[config.mk]
export PLATFORM = sky130hd
export DESIGN_NAME = sha256_byte_stream_hasher
export DESIGN_NICKNAME = d
export VERILOG_FILES = /design/src/hdl/sha_pkg.sv /design/src/hdl/sha_dp.sv /design/src/hdl/sha_ctrl.sv /design/src/hdl/sha256_byte_stream_hasher.sv
export SDC_FILE = /design/constraint.sdc
export NUM_CORES = 2
export LEC_CHECK = 0
export ABC_CLOCK_PERIOD_IN_PS = 42900
export BUFFER_PORTS_ARGS = -buffer_cell sky130_fd_sc_hd__buf_2
export CAP_MARGIN = 20
export CORE_ASPECT_RATIO = 1.2
export CORE_UTILIZATION = 59
export DETAILED_ROUTE_END_ITERATION = 10
export PLACE_DENSITY_LB_ADDON = 0.25
export SLEW_MARGIN = 20
export SYNTH_ARGS = -nofsm -noshare
export SYNTH_HDL_FRONTEND = slang
export SYNTH_HIERARCHICAL = 1
export SYNTH_SLANG_ARGS = --single-unit
[constraint.sdc]
create_clock -name clk -period 42.9 [get_ports clk]
set_input_delay 6.435 -clock clk [delete_from_list [all_inputs] [get_ports clk]]
set_output_delay 6.435 -clock clk [all_outputs]
set_load 0.05 [all_outputs]
[src/hdl/sha_pkg.sv]
// shared constants, types and helper functions for the byte stream sha-256 hasher
// no dependencies; imported by every module of the block
package sha_pkg;

  localparam logic [1:0] KIND_DATA = 2'd0;
  localparam logic [1:0] KIND_LAST = 2'd1;
  localparam logic [1:0] KIND_END  = 2'd2;

  localparam logic [1:0] SRC_IN   = 2'd0;
  localparam logic [1:0] SRC_MARK = 2'd1;
  localparam logic [1:0] SRC_ZERO = 2'd2;
  localparam logic [1:0] SRC_LEN  = 2'd3;

  localparam logic [7:0] PAD_MARK  = 8'h80;
  localparam logic [5:0] LEN_START = 6'd56;
  localparam logic [5:0] FILL_LAST = 6'd63;

  typedef logic [31:0] word_t;

  typedef struct packed {
    logic       push;
    logic [1:0] src;
    logic       count;
    logic       start;
    logic       round;
    logic       fold;
    logic       clear;
    logic [2:0] sel;
  } sha_cmd_t;

  typedef struct packed {
    logic [5:0] fill;
    logic       rnd_last;
  } sha_sts_t;

  localparam word_t ROUND_K [64] = '{
    32'h428a2f98, 32'h71374491, 32'hb5c0fbcf, 32'he9b5dba5,
    32'h3956c25b, 32'h59f111f1, 32'h923f82a4, 32'hab1c5ed5,
    32'hd807aa98, 32'h12835b01, 32'h243185be, 32'h550c7dc3,
    32'h72be5d74, 32'h80deb1fe, 32'h9bdc06a7, 32'hc19bf174,
    32'he49b69c1, 32'hefbe4786, 32'h0fc19dc6, 32'h240ca1cc,
    32'h2de92c6f, 32'h4a7484aa, 32'h5cb0a9dc, 32'h76f988da,
    32'h983e5152, 32'ha831c66d, 32'hb00327c8, 32'hbf597fc7,
    32'hc6e00bf3, 32'hd5a79147, 32'h06ca6351, 32'h14292967,
    32'h27b70a85, 32'h2e1b2138, 32'h4d2c6dfc, 32'h53380d13,
    32'h650a7354, 32'h766a0abb, 32'h81c2c92e, 32'h92722c85,
    32'ha2bfe8a1, 32'ha81a664b, 32'hc24b8b70, 32'hc76c51a3,
    32'hd192e819, 32'hd6990624, 32'hf40e3585, 32'h106aa070,
    32'h19a4c116, 32'h1e376c08, 32'h2748774c, 32'h34b0bcb5,
    32'h391c0cb3, 32'h4ed8aa4a, 32'h5b9cca4f, 32'h682e6ff3,
    32'h748f82ee, 32'h78a5636f, 32'h84c87814, 32'h8cc70208,
    32'h90befffa, 32'ha4506ceb, 32'hbef9a3f7, 32'hc67178f2
  };

  localparam word_t INIT_H [8] = '{
    32'h6a09e667, 32'hbb67ae85, 32'h3c6ef372, 32'ha54ff53a,
    32'h510e527f, 32'h9b05688c, 32'h1f83d9ab, 32'h5be0cd19
  };

  function automatic word_t big_s0(input word_t x);
    big_s0 = {x[1:0], x[31:2]} ^ {x[12:0], x[31:13]} ^ {x[21:0], x[31:22]};
  endfunction

  function automatic word_t big_s1(input word_t x);
    big_s1 = {x[5:0], x[31:6]} ^ {x[10:0], x[31:11]} ^ {x[24:0], x[31:25]};
  endfunction

  function automatic word_t small_s0(input word_t x);
    small_s0 = {x[6:0], x[31:7]} ^ {x[17:0], x[31:18]} ^ (x >> 3);
  endfunction

  function automatic word_t small_s1(input word_t x);
    small_s1 = {x[16:0], x[31:17]} ^ {x[18:0], x[31:19]} ^ (x >> 10);
  endfunction

endpackage

[src/hdl/sha_dp.sv]
// datapath: byte gathering, schedule window, round variables and hash value
// depends on sha_pkg; driven by sha_ctrl through sha_cmd_t
module sha_dp import sha_pkg::*; (
  input  logic       clk,
  input  logic       rst_n,
  input  sha_cmd_t   cmd,
  input  logic [7:0] in_byte,
  output sha_sts_t   sts,
  output word_t      digest
);

  logic [23:0] acc_r;
  word_t       win_r [16];
  word_t       hash_r [8];
  word_t       v_r [8];
  logic [5:0]  fill_r;
  logic [60:0] total_r;
  logic [5:0]  rnd_r;

  logic [63:0] bits;
  logic [7:0]  len_byte;
  logic [7:0]  byte_sel;
  word_t       word_in;
  word_t       w_sched;
  word_t       w_cur;
  word_t       t1;
  word_t       t2;

  assign bits     = {total_r, 3'b000};
  assign len_byte = bits[6'(63 - 8 * fill_r[2:0]) -: 8];

  always_comb begin
    case (cmd.src)
      SRC_IN:   byte_sel = in_byte;
      SRC_MARK: byte_sel = PAD_MARK;
      SRC_LEN:  byte_sel = len_byte;
      default:  byte_sel = 8'h00;
    endcase
  end

  assign word_in = {acc_r, byte_sel};
  assign w_sched = win_r[0] + small_s0(win_r[1]) + win_r[9] + small_s1(win_r[14]);
  assign w_cur   = (rnd_r < 6'd16) ? win_r[0] : w_sched;
  assign t1 = v_r[7] + big_s1(v_r[4]) + ((v_r[4] & v_r[5]) ^ (~v_r[4] & v_r[6]))
            + ROUND_K[rnd_r] + w_cur;
  assign t2 = big_s0(v_r[0]) + ((v_r[0] & v_r[1]) ^ (v_r[0] & v_r[2]) ^ (v_r[1] & v_r[2]));

  assign sts.fill     = fill_r;
  assign sts.rnd_last = (rnd_r == 6'd63);
  assign digest       = hash_r[cmd.sel];

  always_ff @(posedge clk) begin
    if (!rst_n) begin
      fill_r  <= '0;
      total_r <= '0;
      rnd_r   <= '0;
      for (int i = 0; i < 8; i++) hash_r[i] <= INIT_H[i];
    end else begin
      if (cmd.push) begin
        fill_r <= fill_r + 6'd1;
        acc_r  <= {acc_r[15:0], byte_sel};
        if (fill_r[1:0] == 2'd3) begin
          for (int i = 0; i < 15; i++) win_r[i] <= win_r[i + 1];
          win_r[15] <= word_in;
        end
      end
      if (cmd.count) total_r <= total_r + 61'd1;
      if (cmd.start) begin
        rnd_r <= '0;
        for (int i = 0; i < 8; i++) v_r[i] <= hash_r[i];
      end
      if (cmd.round) begin
        rnd_r <= rnd_r + 6'd1;
        for (int i = 0; i < 15; i++) win_r[i] <= win_r[i + 1];
        win_r[15] <= w_cur;
        v_r[7] <= v_r[6];
        v_r[6] <= v_r[5];
        v_r[5] <= v_r[4];
        v_r[4] <= v_r[3] + t1;
        v_r[3] <= v_r[2];
        v_r[2] <= v_r[1];
        v_r[1] <= v_r[0];
        v_r[0] <= t1 + t2;
      end
      if (cmd.fold) begin
        for (int i = 0; i < 8; i++) hash_r[i] <= hash_r[i] + v_r[i];
      end
      if (cmd.clear) begin
        fill_r  <= '0;
        total_r <= '0;
        for (int i = 0; i < 8; i++) hash_r[i] <= INIT_H[i];
      end
    end
  end

endmodule

[src/hdl/sha_ctrl.sv]
// controller: input handshake, padding sequence, round sequencing and digest output
// depends on sha_pkg; steers sha_dp through sha_cmd_t
module sha_ctrl import sha_pkg::*; (
  input  logic       clk,
  input  logic       rst_n,
  input  logic       in_valid,
  input  logic [1:0] in_kind,
  output logic       in_stall,
  output logic       out_valid,
  input  logic       out_stall,
  output logic [2:0] out_idx,
  input  sha_sts_t   sts,
  output sha_cmd_t   cmd
);

  localparam logic [2:0] S_IDLE  = 3'd0;
  localparam logic [2:0] S_PAD   = 3'd1;
  localparam logic [2:0] S_ROUND = 3'd2;
  localparam logic [2:0] S_FOLD  = 3'd3;
  localparam logic [2:0] S_OUT   = 3'd4;

  logic [2:0] state_r, state_nxt;
  logic [2:0] after_r, after_nxt;
  logic       first_r, first_nxt;
  logic       lenok_r, lenok_nxt;
  logic [2:0] idx_r, idx_nxt;
  logic       full;
  logic       final_byte;

  assign full       = (sts.fill == FILL_LAST);
  assign final_byte = !first_r && lenok_r && full;
  assign out_idx    = idx_r;

  always_comb begin
    state_nxt = state_r;
    after_nxt = after_r;
    first_nxt = first_r;
    lenok_nxt = lenok_r;
    idx_nxt   = idx_r;
    cmd       = '0;
    cmd.sel   = idx_r;
    in_stall  = 1'b1;
    out_valid = 1'b0;
    case (state_r)
      S_IDLE: begin
        in_stall = 1'b0;
        if (in_valid) begin
          case (in_kind)
            KIND_DATA, KIND_LAST: begin
              cmd.push  = 1'b1;
              cmd.src   = SRC_IN;
              cmd.count = 1'b1;
              after_nxt = (in_kind == KIND_LAST) ? S_PAD : S_IDLE;
              if (in_kind == KIND_LAST) begin
                first_nxt = 1'b1;
                lenok_nxt = 1'b0;
                state_nxt = S_PAD;
              end
              if (full) begin
                cmd.start = 1'b1;
                state_nxt = S_ROUND;
              end
            end
            KIND_END: begin
              first_nxt = 1'b1;
              lenok_nxt = 1'b0;
              state_nxt = S_PAD;
            end
            default: ;
          endcase
        end
      end
      S_PAD: begin
        cmd.push = 1'b1;
        if (first_r) cmd.src = SRC_MARK;
        else if (lenok_r && sts.fill >= LEN_START) cmd.src = SRC_LEN;
        else cmd.src = SRC_ZERO;
        if (first_r) begin
          first_nxt = 1'b0;
          if (sts.fill < LEN_START) lenok_nxt = 1'b1;
        end
        if (full) begin
          cmd.start = 1'b1;
          state_nxt = S_ROUND;
          after_nxt = final_byte ? S_OUT : S_PAD;
          if (!final_byte) lenok_nxt = 1'b1;
        end
      end
      S_ROUND: begin
        cmd.round = 1'b1;
        if (sts.rnd_last) state_nxt = S_FOLD;
      end
      S_FOLD: begin
        cmd.fold  = 1'b1;
        state_nxt = after_r;
        idx_nxt   = '0;
      end
      S_OUT: begin
        out_valid = 1'b1;
        if (!out_stall) begin
          idx_nxt = idx_r + 3'd1;
          if (idx_r == 3'd7) begin
            cmd.clear = 1'b1;
            state_nxt = S_IDLE;
          end
        end
      end
      default: state_nxt = S_IDLE;
    endcase
  end

  always_ff @(posedge clk) begin
    if (!rst_n) begin
      state_r <= S_IDLE;
      after_r <= S_IDLE;
      first_r <= 1'b0;
      lenok_r <= 1'b0;
      idx_r   <= '0;
    end else begin
      state_r <= state_nxt;
      after_r <= after_nxt;
      first_r <= first_nxt;
      lenok_r <= lenok_nxt;
      idx_r   <= idx_nxt;
    end
  end

endmodule

[src/hdl/sha256_byte_stream_hasher.sv]
// sha-256 hasher fed one message byte per item: top level joining controller and datapath
// depends on sha_pkg, sha_ctrl and sha_dp
//
// usage
// - input channel: in_message_byte and in_kind, valid/stall handshake. kind 0 is a data
//   byte, kind 1 the final data byte, kind 2 ends the message without a byte, kind 3 is
//   taken and ignored
// - result channel: eight items per message, out_digest_word with out_word_index 0..7,
//   out_last_word high on the eighth
// - a data byte is taken straight into the block; the 64th byte of a block starts the
//   rounds and then the fold, all in the single-round compression unit
// - message end: padding bytes go through the same byte path one a cycle while no
//   compression runs (up to 72 when the length spills into an extra block), with one
//   or two compressions (rounds, then fold), then the digest items follow
// - in_stall stays high during compression, padding and digest output; one item at a time
// - while the receiver stalls, the current digest item holds and nothing advances
// - after the last digest item the hash value, byte count and fill return to their
//   initial state and the next message may start
// - reset (synchronous, active low) loads the initial hash values and clears counts;
//   no clearing pass is needed
module sha256_byte_stream_hasher import sha_pkg::*; (
  input  logic        clk,
  input  logic        rst_n,
  input  logic        in_valid,
  output logic        in_stall,
  input  logic [7:0]  in_message_byte,
  input  logic [1:0]  in_kind,
  output logic        out_valid,
  input  logic        out_stall,
  output logic [31:0] out_digest_word,
  output logic [2:0]  out_word_index,
  output logic        out_last_word
);

  // command and status between the two halves
  sha_cmd_t cmd;
  sha_sts_t sts;
  word_t    digest;

  sha_ctrl u_ctrl (
    .clk       (clk),
    .rst_n     (rst_n),
    .in_valid  (in_valid),
    .in_kind   (in_kind),
    .in_stall  (in_stall),
    .out_valid (out_valid),
    .out_stall (out_stall),
    .out_idx   (out_word_index),
    .sts       (sts),
    .cmd       (cmd)
  );

  sha_dp u_dp (
    .clk     (clk),
    .rst_n   (rst_n),
    .cmd     (cmd),
    .in_byte (in_message_byte),
    .sts     (sts),
    .digest  (digest)
  );

  assign out_digest_word = digest;
  assign out_last_word   = (out_word_index == 3'd7);

  // no new item is taken while a digest is being delivered
  a_out_blocks_in: assert property (@(posedge clk) disable iff (!rst_n)
    out_valid |-> in_stall)
    else $error("item accepted during digest output");

  // the last digest item closes the output sequence
  a_last_ends: assert property (@(posedge clk) disable iff (!rst_n)
    (out_valid && !out_stall && out_last_word) |=> !out_valid)
    else $error("output continues after last word");

  // digest words advance by one per delivered item
  a_index_step: assert property (@(posedge clk) disable iff (!rst_n)
    (out_valid && !out_stall && !out_last_word) |=>
      (out_valid && out_word_index == $past(out_word_index) + 3'd1))
    else $error("digest index skipped");

endmodule
# Yosys cells after proc, flatten, opt, wreduce, memory -nomap -nowiden
# Memory sizes are Yosys's and may differ from the RTL's. A register that Yosys moved wholly into a read port is not among the register bits.
# Index checks and enable logic that the tools add are counted.
[word_totals]
ramBits = 1024
output_inout_bits = 38
register_bits = 108
mem_count = 4
rom_bits = 2048
wordCells = 247
[mem_list]
columns = ["name", "depth", "word_bits", "rd", "rd_clocked_by_memory_dff", "wr", "line", "source"]
rows = [
  ["(name not given)", 64, 32, 1, 0, 0, "sha_dp.sv:45", "+ ROUND_K[rnd_r] + w_cur;"],
  ["u_dp.win_r", 16, 32, 16, 0, 16, "sha_dp.sv:13", "word_t win_r [16];"],
  ["u_dp.hash_r", 8, 32, 9, 1, 8, "sha_dp.sv:14", "word_t hash_r [8];"],
  ["u_dp.v_r", 8, 32, 8, 0, 8, "sha_dp.sv:15", "word_t v_r [8];"],
]
[op_classes]
reduce_logical = 17
addsub = 23
magnitude_cmp = 4
shifts = 1
eq_ne = 21
n_mux = 109
bitwise = 59
[op_table]
columns = ["op", "count"]
rows = [
  ["2-to-1 mux 32 bit", 43],
  ["adder 32 bit", 18],
  ["bitwise XOR 32 bit", 9],
  ["bitwise AND 32 bit", 5],
  ["indexed part select 71 x 7 -> 8 bit", 1],
  ["adder 61 x 1 -> 61 bit (second input constant)", 1],
  ["2-to-1 mux 3 bit", 14],
  ["bitwise OR 1 bit", 40],
  ["2-to-1 mux 1 bit", 36],
  ["NOT 32 bit", 1],
  ["bitwise XOR 32 x 22 -> 32 bit", 1],
  ["bitwise XOR 32 x 29 -> 32 bit", 1],
  ["case mux 3 bit (2 select lines)", 4],
  ["case mux 8 bit (3 select lines)", 1],
  ["case mux 3 bit (5 select lines)", 1],
  ["adder 6 x 1 -> 6 bit (second input constant)", 2],
  ["equality test 6 bit (second input constant)", 2],
  ["2-to-1 mux 6 bit", 2],
  ["2-to-1 mux 5 bit", 2],
  ["!= test 2 bit (second input constant)", 5],
  ["case mux 1 bit (2 select lines)", 5],
  ["AND reduction 4 bit", 2],
  ["greater-or-equal comparator 7 bit (second input constant)", 1],
  ["NOT 6 -> 7 bit", 1],
  ["24 further kinds", 36],
]

# Longest topological paths before layout
# An unclocked memory read counts as a cell.
[logic_depth]
ltp_word = 10
ltp_mapped = 48
depth_no_buf = 48

# Hierarchy
# The synthesis kept the hierarchy.
[modules_own_cells]
columns = ["mod", "cells_each", "instances", "area_each_um2"]
rows = [
  ["sha_dp", 6199, 1, 69227.6],
  ["sha_ctrl", 96, 1, 747.0],
  ["sha256_byte_stream_hasher", 1, 1, 6.3],
]

# Worst setup path after synthesis
# Ideal clock, no wire load.
[synth_timing]
kind = "input-to-reg"
start = "input port in_valid"
end = "memory u_dp/win_r[0][0] (netlist name), enable pin"
t_arrival_ps = 43891
path_buffers = 1
setup_ps = 2169
path_stages = 6
path_slack_ps = -3161
required_ps = 40731
path_cell_list = "nor2b_1 -> o21ai_1 -> inv_1 -> clkbuf_1 -> nand2_1 -> a21boi_0"
[synth_rtl]
columns = ["element", "line", "source"]
rows = [
  ["start, declared", "sha256_byte_stream_hasher.sv:24", "input logic in_valid,"],
  ["end, declared", "sha_dp.sv:13", ""],
]

==> summary.txt <==
Place
  – GP Congestion: roughly 1
  – Dpl hpwl: about 150000 um
  – Pre-CTS setup slack: roughly 31000 ps
  – I/O Buffers: 51

STA
  – Final Worst Setup Slack: ~32000 ps
  – RSZ-0062 raised after global routing: false
  – Peak Freq: 87.93 MHz
  – Clock Skew: between 50 and 60 ps
  – Setup_tns: 0 ps
  – Final setup viols: 0
  – Final period util: 0.2651
  – Final number of hold-violating endpoints: 0
  – Worst slew margin: 0.1557
  – Slew @ Worst Pin: about 1300 ps
  – Max Slew Vio Count: 0
  – Final Critical Period: 11370 ps
  – Final hold slack: between 300 and 400 ps

Setup path
  – CP required: 43480 ps
  – CP arrival: between 10000 and 15000 ps
  – Crit path from: u_dp/win_r[0][41]$_DFFE_PP_
  – Highest-delay cell along the critical path: fa_1
  – Slowest stage delay, CP: 520 ps
  – Critical Path Fanout Max: 5
  – Type of the worst setup path: flop to flop
  – Crit end category: flop
  – Most Frequent Cell on Critical Path: a21oi_1
  – R2R Setup Slk: between 30000 and 40000 ps
  – Critical path launch point type: flop
  – Worst R2R Start: u_dp/win_r[0][41]$_DFFE_PP_

Clocking
  – H-tree depth: 3
  – CTS Hold Bufs: 0
  – Num CTS Buffers: between 100 and 150
  – CTS clk-pin slew, worst paths: approximately 70 ps
  – Worst skew pair latency: around 760 ps
  – Clock buffer depth: 3
  – CTS tree: yes
  – Post-CTS Setup Inserts: 0
  – # clock sinks: between 1000 and 1500
  – CTS Root Cell: clkbuf_16
  – Cts repair resizes: 0

Logic synthesis
  – Post-synth EDFFs: 920
  – Count leader, synth: edfxtp_1
  – Syn avg cell area: roughly 11 sq um
  – Post-synth cell types: 88
  – Netlist Area Pre-Place: roughly 0.07 sq mm
  – Syn nets: slightly below 7000
  – Number of synthesized register bits: 1131
  – Post-synthesis sequential area ratio: 0.4551
  – Commonest cells in the synthesized netlist: 920 x edfxtp_1, 450 x nand2_1, 415 x nor2_1
  – Synth area leaders: edfxtp_1 39%, ha_1 7.3%, dfxtp_1 6.0%, fa_1 5.6%, xnor2_1 5.0%
  – Ys async rst share: 0
  – Synth Flop Type: edfxtp_1
  – Largest area contributor in the netlist: edfxtp_1
  – YS warnings: 6
  – Cells after synthesis: approximately 6300
  – Share of the synthesized area in the top cell type: 0.3948

Drt
  – Avg WL per Cell: 25.51 um
  – Via/cell ratio: 6.259
  – Drc violations: 0
  – Final ANT Viol Nets: 0
  – Via count: between 40000 and 50000
  – Detailed Routing Iterations Pass 1: 6
  – Initial DRC Count: between 4000 and 5000
  – Post-Route WL: roughly 200000 um

Worst hold path
  – HP Start: u_dp/win_r[0][228]$_DFFE_PP_
  – Hold Crit Class: flop to flop

Floorplanning
  – Die X-Extent: around 320 um
  – Die Footprint: between 0.1 and 0.15 sq mm
  – Row count: about 140
  – IO Count: 52
  – Initial Util: 0.5943
  – Core area: 0.1178 sq mm
  – Die height: roughly 380 um

GRT
  – First-pass GRT wire length: between 200000 and 300000 um
  – Total grt overflow: 0
  – Initial antenna violation count: 1
  – Number of global-route vias before repair: about 49000
  – Largest net degree at the start of global routing: 139
  – GRT Util Overall: 0.3362

Layout
  – Ratio of cells with drive above 1 in the final layout: 0.1130
  – Nets: slightly below 7000
  – Post-Route Utilization: 0.6420
  – Area growth from synthesis to layout: 8.030%

Pwr
  – Leakage: 28.22 nW
  – Maximum vdd drop: around 0.056 mV
  – Final Power: 4.995 mW
  – Pwr dens: approximately 66 mW/mm^2

Run
  – MaxCap Viol Count: 0

Outcome
  – Status: finished clean
-- worst paths after layout --
| check | to | depth (start not counted) |
|---|---|---|
| max | u_dp/v_r[0][31]$_DFFE_PP_ | 47 |
| min | u_dp/win_r[0][196]$_DFFE_PP_ | 0 |
| max reg2reg | u_dp/v_r[0][31]$_DFFE_PP_ | 47 |
| min reg2reg | u_dp/win_r[0][196]$_DFFE_PP_ | 0 |
-- layout make-up --
cell class              instances  area [sq um]
clock inverters                66         640.6
flip-flops and latches       1131         31870
fillers                      9181         42160
inverters                     416          1567
repair buffers                124         815.8
diodes                          1         2.502
well taps                    1540          1927
clock buffers                 154          3156
multi-input cells            4483         35630
-- critical path: cells and delay by family, from the launching register on --
| kind | cells | cell delay, ps |
|---|---|---|
| adders and majority gates | 9 | 3900 |
| buffers and inverters | 6 | 340 |
| xor gates and xnor gates | 5 | 1080 |
| and+or+nand+nor | 4 | 520 |
| AOI/OAI and AO/OA | 23 | 4880 |
| DFF | 1 | 470 |
-- cells by family after synthesis --
family / count (synthesis) / synth area share
adder cells (fa/ha/maj): 618 / 0.1313
XOR/XNOR: 622 / 0.07815
buffers and inverters: 682 / 0.03690
flip-flops: 1131 / 0.4551
AND/OR/NAND/NOR: 1409 / 0.09313
multiplexers: 425 / 0.08003
AO/OA/AOI/OAI: 1409 / 0.1254
-- layout by cell type, fill, tap and decap left out, drive strengths merged, types with 14 or more instances in the layout --
master / count
nor2b: 66
o31ai: 31
a21o: 209
edfxtp: 920
or3: 55
o21a: 56
a21oi: 409
nor2: 416
nand2b: 81
nor3b: 14
xnor2: 403
a211oi: 52
inv: 417
nand2: 450
clkinv: 49
a211o: 15
dfxtp: 211
clkbuf: 154
a31oi: 46
mux2: 286
nor3: 89
fa: 197
ha: 411
o21ai: 382
o21bai: 34
a21boi: 16
nand3: 83
nand4: 36
mux2i: 60
mux4: 79
xor2: 218
and2: 24
o211ai: 29
and3: 50
buf: 124
-- sequential cells by signal, indices dropped and copies added (netlist names), 3 cells and up --
signal,flops
u_ctrl/out_idx,3
u_ctrl/state_r,3
u_dp/acc_r,24
u_dp/fill_r,6
u_dp/hash_r,256
u_dp/rnd_r,6
u_dp/total_r,61
u_dp/v_r,256
u_dp/win_r,512
-- metal layers --
metal  routed length, um  GRT usage  part of all wire
met5                  11          0          0.000054
met1               75950     0.4028              0.38
met4               15070     0.2251             0.075
met2               98680     0.5689              0.49
met3               12200    0.03968             0.060
-- through the flow --
step                      cell area (sq um)  cells
after floorplan                       69980   6296
after global placement                71770   7693
after detailed placement              71800   7694
after CTS                             75600   7914
after global routing                  75600   7914
final                                 75600   7915
-- power breakdown --
group	internal [mW]	total (mW)	switching, mW
Clock	0.563	1.02	0.453
Combinational	1.07	2.65	1.58
Sequential	1.27	1.33	0.0553
No activity file was read; power rests on OpenSTA's default activity.
